<file path="src/rtl/core/tsni_pkg.sv">
// Shared types and constants for the TLS server-name extractor.
`timescale 1ns / 1ps

package tsni_pkg;

   localparam logic [7:0]  RecordTypeHandshake = 8'h16;
   localparam logic [7:0]  HandshakeClientHello = 8'h01;
   localparam logic [7:0]  NameTypeHostName = 8'h00;
   localparam logic [23:0] ExtTypeServerName = 24'h000000;
   localparam logic [23:0] FixedSkipBytes = 24'd34;

   typedef enum logic [1:0] {
      STATUS_PROGRESS = 2'd0,
      STATUS_DONE     = 2'd1,
      STATUS_FAIL     = 2'd2
   } status_type;

   typedef struct packed {
      logic       valid;
      logic [7:0] name_byte;
      logic       name_valid;
      status_type status;
   } result_type;

endpackage

</file>
<file path="src/rtl/core/tsni_parser.sv">
// ClientHello parse state and per-byte next-state logic.
`timescale 1ns / 1ps

module tsni_parser (
   input  logic                clock,
   input  logic                reset,
   input  logic                step,
   input  logic [7:0]          in_byte,
   input  logic                in_last,
   output tsni_pkg::result_type result
);
   import tsni_pkg::*;

   typedef enum logic [4:0] {
      PH_REC_TYPE  = 5'd0,
      PH_REC_VER   = 5'd1,
      PH_REC_LEN   = 5'd2,
      PH_HS_TYPE   = 5'd3,
      PH_HS_LEN    = 5'd4,
      PH_FIXED     = 5'd5,
      PH_SID_LEN   = 5'd6,
      PH_SID       = 5'd7,
      PH_CS_LEN    = 5'd8,
      PH_CS        = 5'd9,
      PH_COMP_LEN  = 5'd10,
      PH_COMP      = 5'd11,
      PH_EXTS_LEN  = 5'd12,
      PH_EXT_TYPE  = 5'd13,
      PH_EXT_LEN   = 5'd14,
      PH_EXT_BODY  = 5'd15,
      PH_LIST_LEN  = 5'd16,
      PH_NAME_TYPE = 5'd17,
      PH_NAME_LEN  = 5'd18,
      PH_NAME      = 5'd19
   } phase_type;

   phase_type   phase_ff, phase_in;
   logic [23:0] bound_ff, bound_in;
   logic        unlim_ff, unlim_in;
   logic [23:0] value_ff, value_in;
   logic [15:0] left_ff, left_in;
   logic        sni_ff, sni_in;
   logic        fin_ff, fin_in;

   logic [23:0] b_cur;
   logic [23:0] num_v;
   logic [15:0] left_dec;
   logic        fail;
   logic        done;
   logic        emit;

   function automatic logic fits(input logic [23:0] bound, input logic unlim,
                                 input logic [23:0] n);
      return unlim || (bound >= n);
   endfunction

   function automatic phase_type after_phase(input phase_type ph);
      phase_type r;
      case (ph)
         PH_REC_VER: r = PH_REC_LEN;
         PH_FIXED:   r = PH_SID_LEN;
         PH_SID:     r = PH_CS_LEN;
         PH_CS:      r = PH_COMP_LEN;
         PH_COMP:    r = PH_EXTS_LEN;
         default:    r = PH_EXT_TYPE;
      endcase
      return r;
   endfunction

   function automatic logic [15:0] after_bytes(input phase_type ph);
      logic [15:0] r;
      case (ph)
         PH_FIXED: r = 16'd1;
         PH_CS:    r = 16'd1;
         default:  r = 16'd2;
      endcase
      return r;
   endfunction

   function automatic phase_type skip_target(input phase_type ph);
      phase_type r;
      case (ph)
         PH_SID_LEN:  r = PH_SID;
         PH_CS_LEN:   r = PH_CS;
         PH_COMP_LEN: r = PH_COMP;
         default:     r = PH_EXT_BODY;
      endcase
      return r;
   endfunction

   always_comb begin
      phase_in = phase_ff;
      bound_in = bound_ff;
      unlim_in = unlim_ff;
      value_in = value_ff;
      left_in  = left_ff;
      sni_in   = sni_ff;
      fin_in   = fin_ff;
      fail     = 1'b0;
      done     = 1'b0;
      emit     = 1'b0;
      b_cur    = bound_ff;
      num_v    = {value_ff[15:0], in_byte};
      left_dec = (left_ff != 16'd0) ? left_ff - 16'd1 : 16'd0;
      result   = '0;
      if (step && !fin_ff) begin
         if (!unlim_ff) begin
            if (bound_ff == 24'd0) begin
               fail = 1'b1;
            end else begin
               b_cur = bound_ff - 24'd1;
            end
         end
         bound_in = b_cur;
         if (!fail) begin
            case (phase_ff)
               PH_REC_TYPE: begin
                  if (in_byte != RecordTypeHandshake || !fits(b_cur, unlim_ff, 24'd2)) begin
                     fail = 1'b1;
                  end else begin
                     phase_in = PH_REC_VER;
                     left_in  = 16'd2;
                  end
               end
               PH_HS_TYPE: begin
                  if (in_byte != HandshakeClientHello) begin
                     fail = 1'b1;
                  end else begin
                     phase_in = PH_HS_LEN;
                     value_in = '0;
                     left_in  = 16'd3;
                  end
               end
               PH_NAME_TYPE: begin
                  if (in_byte != NameTypeHostName) begin
                     fail = 1'b1;
                  end else begin
                     phase_in = PH_NAME_LEN;
                     value_in = '0;
                     left_in  = 16'd2;
                  end
               end
               PH_REC_VER, PH_FIXED, PH_SID, PH_CS, PH_COMP, PH_EXT_BODY: begin
                  left_in = left_dec;
                  if (left_dec == 16'd0) begin
                     phase_in = after_phase(phase_ff);
                     value_in = '0;
                     left_in  = after_bytes(phase_ff);
                  end
               end
               PH_REC_LEN, PH_HS_LEN, PH_SID_LEN, PH_CS_LEN, PH_COMP_LEN, PH_EXTS_LEN,
               PH_EXT_TYPE, PH_EXT_LEN, PH_LIST_LEN, PH_NAME_LEN: begin
                  value_in = num_v;
                  left_in  = left_dec;
                  if (left_dec == 16'd0) begin
                     case (phase_ff)
                        PH_REC_LEN, PH_EXTS_LEN, PH_LIST_LEN: begin
                           if (!fits(b_cur, unlim_ff, num_v)) begin
                              fail = 1'b1;
                           end else begin
                              bound_in = num_v;
                              unlim_in = 1'b0;
                              value_in = '0;
                              case (phase_ff)
                                 PH_REC_LEN: begin
                                    phase_in = PH_HS_TYPE;
                                    left_in  = 16'd0;
                                 end
                                 PH_EXTS_LEN: begin
                                    phase_in = PH_EXT_TYPE;
                                    left_in  = 16'd2;
                                 end
                                 default: begin
                                    phase_in = PH_NAME_TYPE;
                                    left_in  = 16'd0;
                                 end
                              endcase
                           end
                        end
                        PH_HS_LEN: begin
                           if (!fits(b_cur, unlim_ff, num_v) || num_v < FixedSkipBytes) begin
                              fail = 1'b1;
                           end else begin
                              bound_in = num_v;
                              unlim_in = 1'b0;
                              phase_in = PH_FIXED;
                              left_in  = FixedSkipBytes[15:0];
                           end
                        end
                        PH_EXT_TYPE: begin
                           sni_in   = (num_v == ExtTypeServerName);
                           phase_in = PH_EXT_LEN;
                           value_in = '0;
                           left_in  = 16'd2;
                        end
                        PH_NAME_LEN: begin
                           if (!fits(b_cur, unlim_ff, num_v)) begin
                              fail = 1'b1;
                           end else begin
                              bound_in = num_v;
                              unlim_in = 1'b0;
                              if (num_v == 24'd0) begin
                                 done = 1'b1;
                              end else begin
                                 phase_in = PH_NAME;
                                 left_in  = num_v[15:0];
                              end
                           end
                        end
                        PH_EXT_LEN, PH_SID_LEN, PH_CS_LEN, PH_COMP_LEN: begin
                           if (phase_ff == PH_EXT_LEN && sni_ff) begin
                              if (!fits(b_cur, unlim_ff, num_v)) begin
                                 fail = 1'b1;
                              end else begin
                                 bound_in = num_v;
                                 unlim_in = 1'b0;
                                 phase_in = PH_LIST_LEN;
                                 value_in = '0;
                                 left_in  = 16'd2;
                              end
                           end else if (!fits(b_cur, unlim_ff, num_v)) begin
                              fail = 1'b1;
                           end else if (num_v == 24'd0) begin
                              phase_in = after_phase(skip_target(phase_ff));
                              value_in = '0;
                              left_in  = after_bytes(skip_target(phase_ff));
                           end else begin
                              phase_in = skip_target(phase_ff);
                              left_in  = num_v[15:0];
                           end
                        end
                        default: begin
                           fail = 1'b1;
                        end
                     endcase
                  end
               end
               PH_NAME: begin
                  if (in_byte == 8'd0) begin
                     fail = 1'b1;
                  end else begin
                     emit    = 1'b1;
                     left_in = left_dec;
                     if (left_dec == 16'd0) begin
                        done = 1'b1;
                     end
                  end
               end
               default: begin
                  fail = 1'b1;
               end
            endcase
         end
         if (!fail && !done && in_last) begin
            fail = 1'b1;
         end
         if (fail || done) begin
            fin_in = 1'b1;
         end
         result.valid      = fail || done || emit;
         result.name_valid = emit && !fail;
         result.name_byte  = (emit && !fail) ? in_byte : 8'd0;
         result.status     = fail ? STATUS_FAIL : (done ? STATUS_DONE : STATUS_PROGRESS);
      end
   end

   always_ff @(posedge clock) begin
      if (reset) begin
         phase_ff <= PH_REC_TYPE;
         bound_ff <= '0;
         unlim_ff <= 1'b1;
         value_ff <= '0;
         left_ff  <= '0;
         sni_ff   <= 1'b0;
         fin_ff   <= 1'b0;
      end else begin
         phase_ff <= phase_in;
         bound_ff <= bound_in;
         unlim_ff <= unlim_in;
         value_ff <= value_in;
         left_ff  <= left_in;
         sni_ff   <= sni_in;
         fin_ff   <= fin_in;
      end
   end

endmodule

</file>
<file path="src/rtl/core/tls_sni_hostname_extractor.sv">
// Top level of the TLS ClientHello server-name extractor.
// Path: input register, combinational parser, then the output register for any result.
// Throughput: one request per cycle; the input register advances whenever the
// output register is empty or being taken.
// Reset: synchronous, active high; clears the valid flags of both registers and the parse state.
`timescale 1ns / 1ps

module tls_sni_hostname_extractor (
   input  logic       clock,
   input  logic       reset,
   input  logic       req_tvalid,
   output logic       req_tready,
   input  logic [7:0] req_tdata,   // [7:0] in_byte
   input  logic       req_tlast,   // in_last
   output logic       rsp_tvalid,
   input  logic       rsp_tready,
   output logic [7:0] rsp_tdata,   // [7:0] name_byte
   output logic [2:0] rsp_tuser    // [0] name_valid, [2:1] status
);
   import tsni_pkg::*;

   logic       in_valid_ff, in_valid_in;
   logic [7:0] in_byte_ff, in_byte_in;
   logic       in_last_ff, in_last_in;
   logic       out_valid_ff, out_valid_in;
   result_type out_ff, out_in;
   result_type result;
   logic       advance;

   assign advance    = in_valid_ff && (!out_valid_ff || rsp_tready);
   assign req_tready = !in_valid_ff || advance;

   tsni_parser u_parser (
      .clock   (clock),
      .reset   (reset),
      .step    (advance),
      .in_byte (in_byte_ff),
      .in_last (in_last_ff),
      .result  (result)
   );

   always_comb begin
      in_valid_in  = in_valid_ff;
      in_byte_in   = in_byte_ff;
      in_last_in   = in_last_ff;
      out_valid_in = out_valid_ff;
      out_in       = out_ff;
      if (req_tvalid && req_tready) begin
         in_valid_in = 1'b1;
         in_byte_in  = req_tdata;
         in_last_in  = req_tlast;
      end else if (advance) begin
         in_valid_in = 1'b0;
      end
      if (advance && result.valid) begin
         out_valid_in = 1'b1;
         out_in       = result;
      end else if (rsp_tready) begin
         out_valid_in = 1'b0;
      end
   end

   always_ff @(posedge clock) begin
      if (reset) begin
         in_valid_ff  <= 1'b0;
         out_valid_ff <= 1'b0;
      end else begin
         in_valid_ff  <= in_valid_in;
         out_valid_ff <= out_valid_in;
      end
      in_byte_ff <= in_byte_in;
      in_last_ff <= in_last_in;
      out_ff     <= out_in;
   end

   assign rsp_tvalid = out_valid_ff;
   assign rsp_tdata  = out_ff.name_byte;
   assign rsp_tuser  = {out_ff.status, out_ff.name_valid};

endmodule

</file>
<file path="config.mk">
export PLATFORM = sky130hd
export DESIGN_NAME = tls_sni_hostname_extractor
export DESIGN_NICKNAME = d
export VERILOG_FILES = /design/src/rtl/core/tsni_pkg.sv /design/src/rtl/core/tsni_parser.sv /design/src/rtl/core/tls_sni_hostname_extractor.sv
export SDC_FILE = /design/constraint.sdc
export NUM_CORES = 1
export LEC_CHECK = 0
export BUFFER_PORTS_ARGS = -buffer_cell sky130_fd_sc_hd__buf_2
export CELL_PAD_IN_SITES_DETAIL_PLACEMENT = 0
export CELL_PAD_IN_SITES_GLOBAL_PLACEMENT = 2
export CORE_UTILIZATION = 40
export CTS_CLUSTER_SIZE = 16
export DETAILED_ROUTE_END_ITERATION = 10
export GPL_TIMING_DRIVEN = 0
export PLACE_DENSITY = 0.92
export SYNTH_ARGS = -nofsm -noshare
export SYNTH_HDL_FRONTEND = slang
export SYNTH_SLANG_ARGS = --single-unit
</file>
<file path="constraint.sdc">
create_clock -name clock -period 8.3 [get_ports clock]
set_input_delay 0.83 -clock clock [delete_from_list [all_inputs] [get_ports clock]]
set_output_delay 0.83 -clock clock [all_outputs]
set_load 0.03 [all_outputs]
</file>
# Word level (Yosys, flattened, before mapping)
# Index checks and enable logic that the tools add are counted.
dict set report word_totals {
  out_inout_bits 13
  ff_bits 86
  elab_cells 223
  input_bits 13
}
dict set report classes {
  order_cmp 3
  bitwise 2
  n_mux 108
  reduce_logical 53
  add_sub_neg 2
  eq_ne 40
}
# op n
set op_table {}
lappend op_table {{2-to-1 mux 16 bit} 23}
lappend op_table {{2-to-1 mux 24 bit} 9}
lappend op_table {{2-to-1 mux 5 bit} 20}
lappend op_table {{one-hot mux 16 bit (6 select lines)} 1}
lappend op_table {{one-hot mux 16 bit (5 select lines)} 1}
lappend op_table {{one-hot mux 24 bit (3 select lines)} 1}
lappend op_table {{one-hot mux 16 bit (4 select lines)} 1}
lappend op_table {{== test 5 x 4 -> 1 bit, second input constant} 10}
lappend op_table {{one-hot mux 5 bit (5 select lines)} 2}
lappend op_table {{zero test 24 bit} 2}
lappend op_table {{one-hot mux 16 bit (3 select lines)} 1}
lappend op_table {{one-hot mux 4 bit (5 select lines)} 2}
lappend op_table {{2-to-1 mux 1 bit} 34}
lappend op_table {{== test 5 x 3 -> 1 bit, second input constant} 6}
lappend op_table {{greater-or-equal comparator 24 x 2 -> 1 bit, second input constant} 1}
lappend op_table {{greater-or-equal comparator 24 bit} 1}
lappend op_table {{< comparator 24 x 6 -> 1 bit, second input constant} 1}
lappend op_table {{subtractor 24 x 1 -> 24 bit, second input constant} 1}
lappend op_table {{== test 5 bit, second input constant} 4}
lappend op_table {{zero test 16 bit} 1}
lappend op_table {{nonzero test 16 bit} 1}
lappend op_table {{subtractor 16 x 1 -> 16 bit, second input constant} 1}
lappend op_table {{AND reduction 14 bit} 1}
lappend op_table {{AND reduction 7 bit} 2}
lappend op_table {{other kinds (39)} 81}

# Longest topological paths before layout
# Gate-level depths: netlist of run 1.
dict set report depth {
  depth_word 26
  ltp_mapped 20
}

# Cells and area by module
# Synthesis of run 1 repeated with hierarchy kept, for this count alone.
dict set report hier_totals {
  hier_cells 817
  area_unflattened_um2 6495.0
}
# module n_inst area_each_um2 cells_each
set by_module_without_submodules {}
lappend by_module_without_submodules {tsni_parser 1 5791.8 786}
lappend by_module_without_submodules {tls_sni_hostname_extractor 1 703.2 31}

# Least setup slack after synthesis of run 1
# No wires, ideal clock.
dict set report synth_path {
  path_kind {flip-flop to flip-flop}
  start {reg u_parser.bound_ff[2]}
  end {reg out_ff (netlist bit rsp_tdata[0]), enable pin}
  required_time_ns 7.918
  setup_time_ns 0.382
  path_slack_ns 3.845
  t_arrival_ns 4.072
  path_stages_with_launch 16
  synth_period_minus_slack_ns 4.455
  cell_sequence {dfxtp_1 clkbuf_1 nor4_1 nand2_1 a2111oi_0 xor2_1 ha_1 a21oi_1 o21ai_0 a22oi_1 or4bb_1 o21ai_0 a21oi_1 nand2_1 a21oi_1 a21oi_1}
}
dict set report synth_via {
  elab_chain_len 23
}
# item line
set synth_lines {}
lappend synth_lines {{start, declared} tsni_parser.sv:38} ;# logic [23:0] bound_ff, bound_in;
lappend synth_lines {{start signal, assigned} tsni_parser.sv:278} ;# bound_ff <= bound_in;
lappend synth_lines {{subtractor 24 x 1 -> 24 bit / zero test 24 bit (equally long branches)} {tsni_parser.sv:111, tsni_parser.sv:108}}
lappend synth_lines {{2-to-1 mux 24 bit} tsni_parser.sv:108} ;# if (bound_ff == 24'd0) begin
lappend synth_lines {{2-to-1 mux 24 bit} tsni_parser.sv:107} ;# if (!unlim_ff) begin
lappend synth_lines {{2-to-1 mux 24 bit} tsni_parser.sv:106} ;# if (step && !fin_ff) begin
lappend synth_lines {{greater-or-equal comparator 24 bit} tsni_parser.sv:54} ;# return unlim || (bound >= n);
lappend synth_lines {{logical OR 1 bit} tsni_parser.sv:54}
lappend synth_lines {{zero test 1 bit} tsni_parser.sv:181} ;# if (!fits(b_cur, unlim_ff, num_v) || num_v < FixedSkipBytes) begin
lappend synth_lines {{logical OR 1 bit} tsni_parser.sv:181}
lappend synth_lines {{[... 6 more ...]} --}
lappend synth_lines {{zero test 1 bit} tsni_parser.sv:254} ;# if (!fail && !done && in_last) begin
lappend synth_lines {{logical AND 1 bit (2 in series)} tsni_parser.sv:254}
lappend synth_lines {{2-to-1 mux 1 bit} tsni_parser.sv:254}
lappend synth_lines {{2-to-1 mux 1 bit} tsni_parser.sv:106}
lappend synth_lines {{logical OR 1 bit} tsni_parser.sv:260} ;# result.valid = fail || done || emit;
lappend synth_lines {{logical OR 1 bit *} tsni_parser.sv:260}
lappend synth_lines {{2-to-1 mux 12 bit *} tsni_parser.sv:106}
lappend synth_lines {{logical AND 1 bit *} tls_sni_hostname_extractor.sv:55} ;# if (advance && result.valid) begin
lappend synth_lines {{end signal, assigned} tls_sni_hostname_extractor.sv:73} ;# out_ff <= out_in;
lappend synth_lines {{end, declared} tls_sni_hostname_extractor.sv:26} ;# result_type out_ff, out_in;
# Mark *: on every way between the ends. The rest lies on a longest branch, timed or not. The select of a mux whose other input is x is not followed.
# A chain may end at the register's enable or synchronous reset.

# Final worst setup path of run 1
dict set report layout_path {
  start {reg u_parser.bound_ff[16]}
  end {reg out_ff (netlist bit rsp_tdata[6]), enable pin}
}
# The elaborated chain is that of the path after synthesis.

==> results of run 1 <==
==> metrics by stage <==
stage	util (%)	instance area [sq um]	hold slack, ns	cells	setup WS, ns
floorplan	-	6620	0.447	865	3.85
global placement	43.8	7010	0.456	1105	2.45
detailed placement	43.8	7010	0.469	1105	2.56
CTS	45.6	7300	0.479	1121	2.51
global route	45.6	7300	0.508	1121	2.00
finish	45.6	7300	0.478	1122	2.38
==> worst reg2reg max path: stages (launching register included) <==
cell and delay, ns:
dfxtp_1 0.37, nor4_1 0.87, nand4_1 0.31, o21ai_0 0.76
o31a_1 0.36, inv_1 0.08, ha_1 0.29, nand2_1 0.09
o21ai_0 0.08, a22oi_1 0.25, or4bb_1 0.43, o21ai_0 0.31
a21oi_1 0.19, nand2_1 0.19, a21oi_1 0.10, a21oi_1 0.84
==> final cells by class <==
class                      count  area share, %
multi-input combinational    686           59.0
timing repair buffer          24           1.65
tap                          216           3.70
antenna                        1         0.0343
clock buffer                  10           3.14
clock inverter                 6          0.857
buffer                        45           2.86
sequential                    86           26.3
inverter                      48           2.47
==> Yosys cell counts (11+ instances only) <==
cell	n	area [sq um]
a211oi_1	12	90.1
a21oi_1	80	400
a22o_1	19	166
and2_1	13	81.3
and3_1	15	93.8
clkbuf_1	31	116
dfxtp_1	66	1320
edfxtp_1	20	601
ha_1	30	375
inv_1	47	176
nand2_1	92	345
nand3_1	17	85.1
nor2_1	80	300
nor2b_1	13	81.3
nor3_1	28	140
nor4_1	26	163
o211ai_1	16	120
o21ai_0	43	215
o22ai_1	12	75.1
or3_1	11	68.8
xor2_1	14	123
==> final timing paths <==
| path | to | depth (start not counted) |
|---|---|---|
| max | rsp_tdata[6] | 15 |
| min | u_parser.fin_ff | 2 |
| max reg2reg | rsp_tdata[6] | 15 |
| min reg2reg | u_parser.fin_ff | 2 |
==> power groups by stage <==
stage	clock network, W	registers, W	logic (W)
2_1_floorplan	0	0.000458	0.0000809
3_3_place_gp	0	0.000458	0.000128
3_5_place_dp	0	0.000458	0.000128
4_1_cts	0.000424	0.000448	0.000128
5_1_grt	0.000440	0.000449	0.000141
6_report	0.000420	0.000449	0.000130
==> flip-flops by register name (all words and copies together), names as in the netlist, 3 cells and up <==
| name | count |
|---|---|
| u_parser.bound_ff | 24 |
| u_parser.left_ff | 16 |
| u_parser.value_ff | 16 |
| in_byte_ff | 8 |
| rsp_tdata | 8 |
| u_parser.phase_ff | 5 |
| rsp_tuser | 3 |
==> kinds of logic (layout without fill, tap and decap cells) <==
kind of cell               Yosys count  count (layout)  share of synthesized area (%)
buffers and inverters               93             133                           5.88
DFF                                 86              86                           29.0
other                                0               1                              0
xor gates and xnor gates            24              24                           3.18
and+or+nand+nor                    354             354                           27.6
muxes                                9               9                           1.46
adders and majority gates           30              30                           5.67
AOI/OAI and AO/OA                  269             269                           27.1
==> layer usage <==
| layer | vias to the layer above | wire, um |
|---|---|---|
| li1 | 3297 | - |
| met1 | 3258 | 10800 |
| met2 | 212 | 10900 |
| met3 | 47 | 1160 |
| met4 | 0 | 664 |
| met5 | - | 0 |
==> impl_metrics.ini, run 1 <==
[global_routing]
grt.total_usage_pct = 28.8
use_met2_pct = 47.1
gr-usage-met1_pct = 38.4
use_met3_pct = 4.32
grt_pass1_wl_um = 36700
grt_max_degree = 15
grt_overflow = 0
antenna_found_initial = 0
grt.busiest_layer = met2
grt_pass1_vias = 6403

[route]
ant_nets = 0
post_drt_wl_per_cell_um = 21.0
drt_drc_violations_left = 0
firstDrtPassIters = 5
drt-vias-per-instance = 6.07
drt_iter0_markers = 497
wirelength_um = 23600
vias = 6814

[power]
p_int_w = 0.000707
p_switching_w = 0.000292
total_power_w = 0.000999
sequentialPowerShare_pct = 44.9
vdd_drop_max_mv = 0.115
clock_power_share_pct = 42.1
switching_share_pct = 29.2
p_leak_nw = 2.80
power.density_nw_per_um2 = 137
comb_power_share_pct = 13.1

[final_layout]
final_common_cell = nand2_1
fin_nets = 943
drive_gt1_share_pct = 8.40
mostFrequentLayoutCells = nand2_1, nor2_1, a21oi_1, dfxtp_1, inv_1
multi_input_area_sq_um = 4310
regArea_sq_um = 1920
n_fill_cell = 1719
area_growth_syn_to_layout_pct = 10.3

[logic_synthesis]
syn-num-nets = 908
async_flop_share_pct = 0
ys_ff_latch = 86
ys_seq_area_share_pct = 29.0
synth_cell_types = 82
yosys_warnings = 0
syn_area_sq_um = 6620
ys.flop_type = dfxtp_1
synth-edff-count = 20
syn_inst = 865
synth.avg_cell_area_sq_um = 7.65

[clocking]
cts_buffers = 9
ctsHoldBuffers = 0
cts_tree = built
cts-root-buf = clkbuf_16
postCtsResizedCells = 0
cts_buffer_depth = 2
clk_transition_reported_paths_ns = 0.07
insertion_delay_ns = 0.36
cts_htree_levels = 3
post-cts-setup-buffers = 0
clock_sinks = 86

[critical_path]
arrival_ns = 5.90
crit_slowest_cell = nor4_1
start_kind = register
crit_family = compound AO/OA/AOI/OAI gates
critical_path_class = register to register
r2r_slack_ns = 2.38
cp_max_fo = 11
worstPathRequired_ns = 8.27
slowest_delay_ns = 0.87
worst-path-buf-inv = 1
critical_path.startpoint = u_parser.bound_ff[16]
r2r-start = u_parser.bound_ff[16]
crit_path_end_kind = register
crit_chain = nor4_1 -> nand4_1 -> o21ai_0 -> o31a_1 -> inv_1 -> ha_1 -> nand2_1 -> o21ai_0 -> a22oi_1 -> or4bb_1 -> o21ai_0 -> a21oi_1 -> nand2_1 -> a21oi_1 -> a21oi_1

[die]
dieWidth_um = 131
io_pins = 26
die_y_um = 131
start_util_pct = 41.4
row_count = 46
die-area_sq_um = 17100
core_sq_um = 16000

[timing]
drv_slew = 0
worst_pin_slew_ns = 1.27
tns_ns = 0
rsz0062_at_grt = false
clock.fmax_mhz = 169
slew_headroom_pct = 14.5
fin_crit_sh_pct = 71.4
setup_viol = 0
hold_viol_final = 0
finClkSkew_ns = 0.0117
finalCriticalPeriod_ns = 5.92

[status]
outcome = finished clean

[placement]
portBuffers = 24
gp_congestion = 0.889
dp_hpwl_um = 17600

[worst_hold_path]
hold_path_class = register to register
min-delay-start = u_parser.fin_ff

[run]
cap_violations = 0
Power figures use the tool's default switching activity.
==> run 2: changes to the inputs <==
--- a/config.mk
+++ b/config.mk
@@ -8,11 +8,11 @@
 export BUFFER_PORTS_ARGS = -buffer_cell sky130_fd_sc_hd__buf_2
 export CELL_PAD_IN_SITES_DETAIL_PLACEMENT = 0
 export CELL_PAD_IN_SITES_GLOBAL_PLACEMENT = 2
-export CORE_UTILIZATION = 40
+export CORE_UTILIZATION = 34
 export CTS_CLUSTER_SIZE = 16
 export DETAILED_ROUTE_END_ITERATION = 10
 export GPL_TIMING_DRIVEN = 0
-export PLACE_DENSITY = 0.92
+export PLACE_DENSITY = 0.84
 export SYNTH_ARGS = -nofsm -noshare
 export SYNTH_HDL_FRONTEND = slang
 export SYNTH_SLANG_ARGS = --single-unit
==> constraint.sdc (replaced) <==
create_clock -name clock -period 5.35 [get_ports clock]
set_input_delay 0.535 -clock clock [delete_from_list [all_inputs] [get_ports clock]]
set_output_delay 0.535 -clock clock [all_outputs]
set_load 0.03 [all_outputs]
==> impl_metrics.ini, run 2 (synthesis results as in run 1) <==
[status]
outcome = finished clean

[critical_path]
worst-path-buf-inv = 3
arrival_ns = 5.26
critical_path_class = register to register
r2r-start = u_parser.bound_ff[2]
reg2regPathDepth = 18
r2r_slack_ns = 0.31
crit_slowest_cell = nor4_1
timing.rr.end = u_parser.bound_ff[3]
crit_family = simple AND/OR/NAND/NOR gates
crit_chain = clkbuf_1 -> nor4_1 -> and4_1 -> buf_2 -> nand2_1 -> nand2_1 -> nor3_1 -> xor2_1 -> ha_1 -> nand4_1 -> nor4_2 -> o311a_1 -> or2_2 -> clkbuf_1 -> o211ai_1 -> mux2_2 -> a22oi_1 -> nor2_1
critical_path.endpoint = u_parser.bound_ff[3]
cp.depth = 18
cp_max_fo = 10
crit_path_end_kind = register
slowest_delay_ns = 0.50
critical_path.startpoint = u_parser.bound_ff[2]
worstPathRequired_ns = 5.57
start_kind = register

[final_layout]
reg_top3 = u_parser.bound_ff (24), u_parser.left_ff (16), u_parser.value_ff (16)
final_util_pct = 39.4
drive_gt1_share_pct = 9.39
registers.top_by_ff_count = u_parser.bound_ff
largest_register_ffs = 24
fin_nets = 943
diodes = 0
area_growth_syn_to_layout_pct = 12.6
mostFrequentLayoutCells = nand2_1, nor2_1, a21oi_1, dfxtp_1, inv_1
n_fill_cell = 2045
final_common_cell = nand2_1

[die]
die_y_um = 142
core_sq_um = 18900
row_count = 50
io_pins = 26
start_util_pct = 35.0
dieWidth_um = 142
die-area_sq_um = 20000

[timing]
finClkSkew_ns = 0.0184
fin_crit_sh_pct = 94.2
slew_headroom_pct = 13.2
finalCriticalPeriod_ns = 5.04
tns_ns = 0
rsz0062_at_grt = false
setup_viol = 0
hold_viol_final = 0
drv_slew = 0
worst_pin_slew_ns = 1.29
clock.fmax_mhz = 198

[global_routing]
grt_pass1_vias = 6547
grt_max_degree = 16
antenna_found_initial = 1
grt_pass1_wl_um = 38100
grt.total_usage_pct = 25.3
grt_overflow = 0

[power]
total_power_w = 0.00162
vdd_drop_max_mv = 0.179
p_leak_nw = 2.83
power.density_nw_per_um2 = 217

[route]
firstDrtPassIters = 6
drt_drc_violations_left = 0
drt-vias-per-instance = 5.89
wirelength_um = 24500
post_drt_wl_per_cell_um = 21.0
vias = 6866
ant_nets = 0
drt_iter0_markers = 499

[clocking]
clk_transition_reported_paths_ns = 0.07
clock_sinks = 86
cts_buffer_depth = 2
cts_tree = built
post-cts-setup-buffers = 0
cts-root-buf = clkbuf_16
cts_buffers = 9
cts_htree_levels = 3
insertion_delay_ns = 0.37

[worst_hold_path]
hold_path_class = input pin to register
hold_depth = 1

[placement]
dp_hpwl_um = 18300
gp_congestion = 0.885
portBuffers = 24

[run]
cap_violations = 0
[run 2: worst min path at each step]
stage | start | end
floorplan | u_parser.fin_ff | u_parser.fin_ff
global placement | u_parser.fin_ff | u_parser.fin_ff
detailed placement | u_parser.fin_ff | u_parser.fin_ff
CTS | req_tlast | in_last_ff
global route | req_tlast | in_last_ff
finish | req_tlast | in_last_ff
[run 2: final cells by class]
class / count / area, sq um / share of cell area, %
clock inverter: 7 / 96.3 / 1.29
sequential: 86 / 1920 / 25.8
multi-input combinational: 686 / 4370 / 58.7
clock buffer: 9 / 225 / 3.02
tap: 260 / 325 / 4.37
buffer: 45 / 210 / 2.82
timing repair buffer: 24 / 120 / 1.61
inverter: 48 / 180 / 2.42
[run 2: timing repair]
action	4_1_cts	5_1_grt
gates resized for setup	5	9
endpoints found under the setup margin	47	71
endpoints found under the hold margin	0	0
hold buffers	0	0
[run 2: report_power, final]
group / leakage, nW / total [W] / switching (W) / internal [W]
combinational: 1.95 / 0.000205 / 0.000146 / 0.0000596
clock: 0.150 / 0.000715 / 0.000303 / 0.000412
sequential: 0.725 / 0.000698 / 0.0000210 / 0.000677
[run 2: per-stage QoR]
step	cells	cell area [sq um]	worst slack, ns	hold slack [ns]
2_1_floorplan	865	6620	0.895	0.447
3_3_place_gp	1149	7060	-0.560	0.457
3_5_place_dp	1149	7060	-0.511	0.473
4_1_cts	1165	7410	0.0845	0.340
5_1_grt	1165	7450	0.0227	0.340
6_report	1165	7450	0.312	0.342
[run 2: layer usage]
metal / vias up / wire [um] / global-route usage (%)
met5: - / 15 / 0
met4: 2 / 739 / 9.17
met3: 48 / 1400 / 3.85
met2: 240 / 11200 / 40.7
met1: 3290 / 11200 / 34.3
li1: 3286 / - / -
==> run 3: changes to the inputs <==
--- a/config.mk
+++ b/config.mk
@@ -12,7 +12,7 @@
 export CTS_CLUSTER_SIZE = 16
 export DETAILED_ROUTE_END_ITERATION = 10
 export GPL_TIMING_DRIVEN = 0
-export PLACE_DENSITY = 0.84
+export PLACE_DENSITY = 0.79
 export SYNTH_ARGS = -nofsm -noshare
 export SYNTH_HDL_FRONTEND = slang
 export SYNTH_SLANG_ARGS = --single-unit
==> constraint.sdc (replaced) <==
create_clock -name clock -period 5.35 [get_ports clock]
set_input_delay 0.535 -clock clock [delete_from_list [all_inputs] [get_ports clock]]
set_output_delay 0.535 -clock clock [all_outputs]
set_load 0.02 [all_outputs]
==> impl_metrics.ini, run 3 (synthesis results as in run 1) <==
[final_layout]
diodes = 0
largest_register_ffs = 24
reg_top3 = u_parser.bound_ff (24), u_parser.left_ff (16), u_parser.value_ff (16)
mostFrequentLayoutCells = nand2_1, nor2_1, a21oi_1, dfxtp_1, inv_1
n_fill_cell = 2049
final_common_cell = nand2_1
area_growth_syn_to_layout_pct = 12.4
fin_nets = 944
stdcell_count = 1166
registers.top_by_ff_count = u_parser.bound_ff
drive_gt1_share_pct = 9.38

[route]
drt_iter0_markers = 535
ant_nets = 0
vias = 6849
drt-vias-per-instance = 5.87
post_drt_wl_per_cell_um = 21.5
firstDrtPassIters = 5
wirelength_um = 25100
drt_drc_violations_left = 0

[timing]
clock.fmax_mhz = 197
worst_pin_slew_ns = 1.22
worst_hold_slack_ns = 0.349
drv_slew = 0
worst_slack_ns = 0.263
setup_viol = 0
fin_crit_sh_pct = 95.1
hold_viol_final = 0
finClkSkew_ns = 0.0132
slew_headroom_pct = 18.2
finalCriticalPeriod_ns = 5.09

[power]
power.density_nw_per_um2 = 211
p_leak_nw = 2.83
vdd_drop_max_mv = 0.158
total_power_w = 0.00157

[run]
cap_violations = 0

[clocking]
insertion_delay_ns = 0.36
cts-root-buf = clkbuf_16
cts_tree = built
clock_sinks = 86
cts_buffer_depth = 2
ctsHoldBuffers = 0
clk_transition_reported_paths_ns = 0.07
cts_htree_levels = 3
cts_buffers = 9

[global_routing]
grt_pass1_wl_um = 38700
grt_overflow = 0
grt.total_usage_pct = 25.8
grt_pass1_vias = 6572
grt_max_degree = 15
antenna_found_initial = 0

[critical_path]
arrival_ns = 5.33
crit_slowest_cell = nor4_1
critical_path_class = register to register
start_kind = register
cp_max_fo = 10
crit_path_end_kind = register
slowest_delay_ns = 0.48
worstPathRequired_ns = 5.59
crit_chain = clkbuf_1 -> nor4_1 -> and4_1 -> buf_2 -> nand2_1 -> nand2_1 -> nor3_1 -> xor2_1 -> ha_1 -> nand4_1 -> nor4_2 -> o311a_1 -> or2_2 -> clkbuf_1 -> a21oi_1 -> a211oi_1 -> nor4b_4 -> buf_2 -> a22o_1

[die]
die_y_um = 142
core_sq_um = 18900
dieWidth_um = 142
row_count = 50
start_util_pct = 35.0
io_pins = 26
die-area_sq_um = 20000

[placement]
place_inst = 1149
portBuffers = 24
dpl_worst_slack_ns = -0.414
gp_congestion = 0.896
dp_hpwl_um = 18700

[status]
outcome = finished clean

[worst_hold_path]
hold_path_class = input pin to register
-- run 3: cell count changes in the layout (fill, tap and decap cells not counted) --
cell        change
clkbuf_1        +3
clkinv_1        -1
clkinvlp_4      -1
inv_6           -2
nor4_2          +1
bufinv_16       -1
clkbuf_2        -1
clkbuf_8        +1
clkinv_2        +2
buf_4           +1
nor4_1          -1
-- run 3: stage by stage --
step	util (%)	cell area (sq um)	TNS (ns)
global route	39.4	7440	-0.00242
global placement	37.4	7060	-15.71
detailed placement	37.4	7060	-9.45
floorplan	-	6620	0
finish	39.4	7440	0
CTS	39.1	7380	0
-- run 3: final timing paths --
path | startpoint | cells after the start | end | slack [ns]
hold reg to reg | u_parser.fin_ff | 2 | u_parser.fin_ff | 0.48
hold / removal | req_tdata[1] | 1 | in_byte_ff[1] | 0.35
setup reg to reg | u_parser.bound_ff[2] | 19 | u_parser.value_ff[2] | 0.26
setup / recovery | u_parser.bound_ff[2] | 19 | u_parser.value_ff[2] | 0.26
-- run 3: routing by layer --
layer | up-vias | wire length, um | track usage, % | share of wire [%]
met5 | - | 0 | 0 | 0
met4 | 0 | 937 | 12.1 | 3.7
met3 | 53 | 1220 | 3.10 | 4.9
met2 | 209 | 11300 | 40.8 | 45
met1 | 3289 | 11700 | 34.9 | 47
li1 | 3298 | - | - | -
-- run 3: final cells by class --
cell class	count	area [sq um]	share of cell area, %
clock buffers	12	246	3.31
repair buffers	25	128	1.72
clock inverters	4	47.5	0.639
well taps	260	325	4.37
plain buffers	45	209	2.81
inverters	48	180	2.42
multi-input cells	686	4380	58.9
flip-flops and latches	86	1920	25.8
-- run 3: critical path: cells and delay by family (launching register included) --
family | cells | cell delay (ns)
xor+xnor | 1 | 0.19
simple gates | 9 | 2.08
flops | 1 | 0.30
compound gates | 4 | 1.16
fa+ha+maj | 1 | 0.35
buf+inv | 4 | 0.87
-- run 3: power by group --
part           total, W  internal, W  leakage [nW]  switching [W]
Combinational  0.000204    0.0000597          1.96       0.000144
Clock          0.000668     0.000374         0.143       0.000294
Sequential     0.000697     0.000677         0.725      0.0000197
Total           0.00157      0.00111          2.83       0.000458
-- run 3: what timing repair did --
item / 4_1_cts / 5_1_grt
setup endpoints to repair: 50 / 61
setup buffers: 0 / 1
resized for setup: 5 / 8
gates cloned: 0 / 0
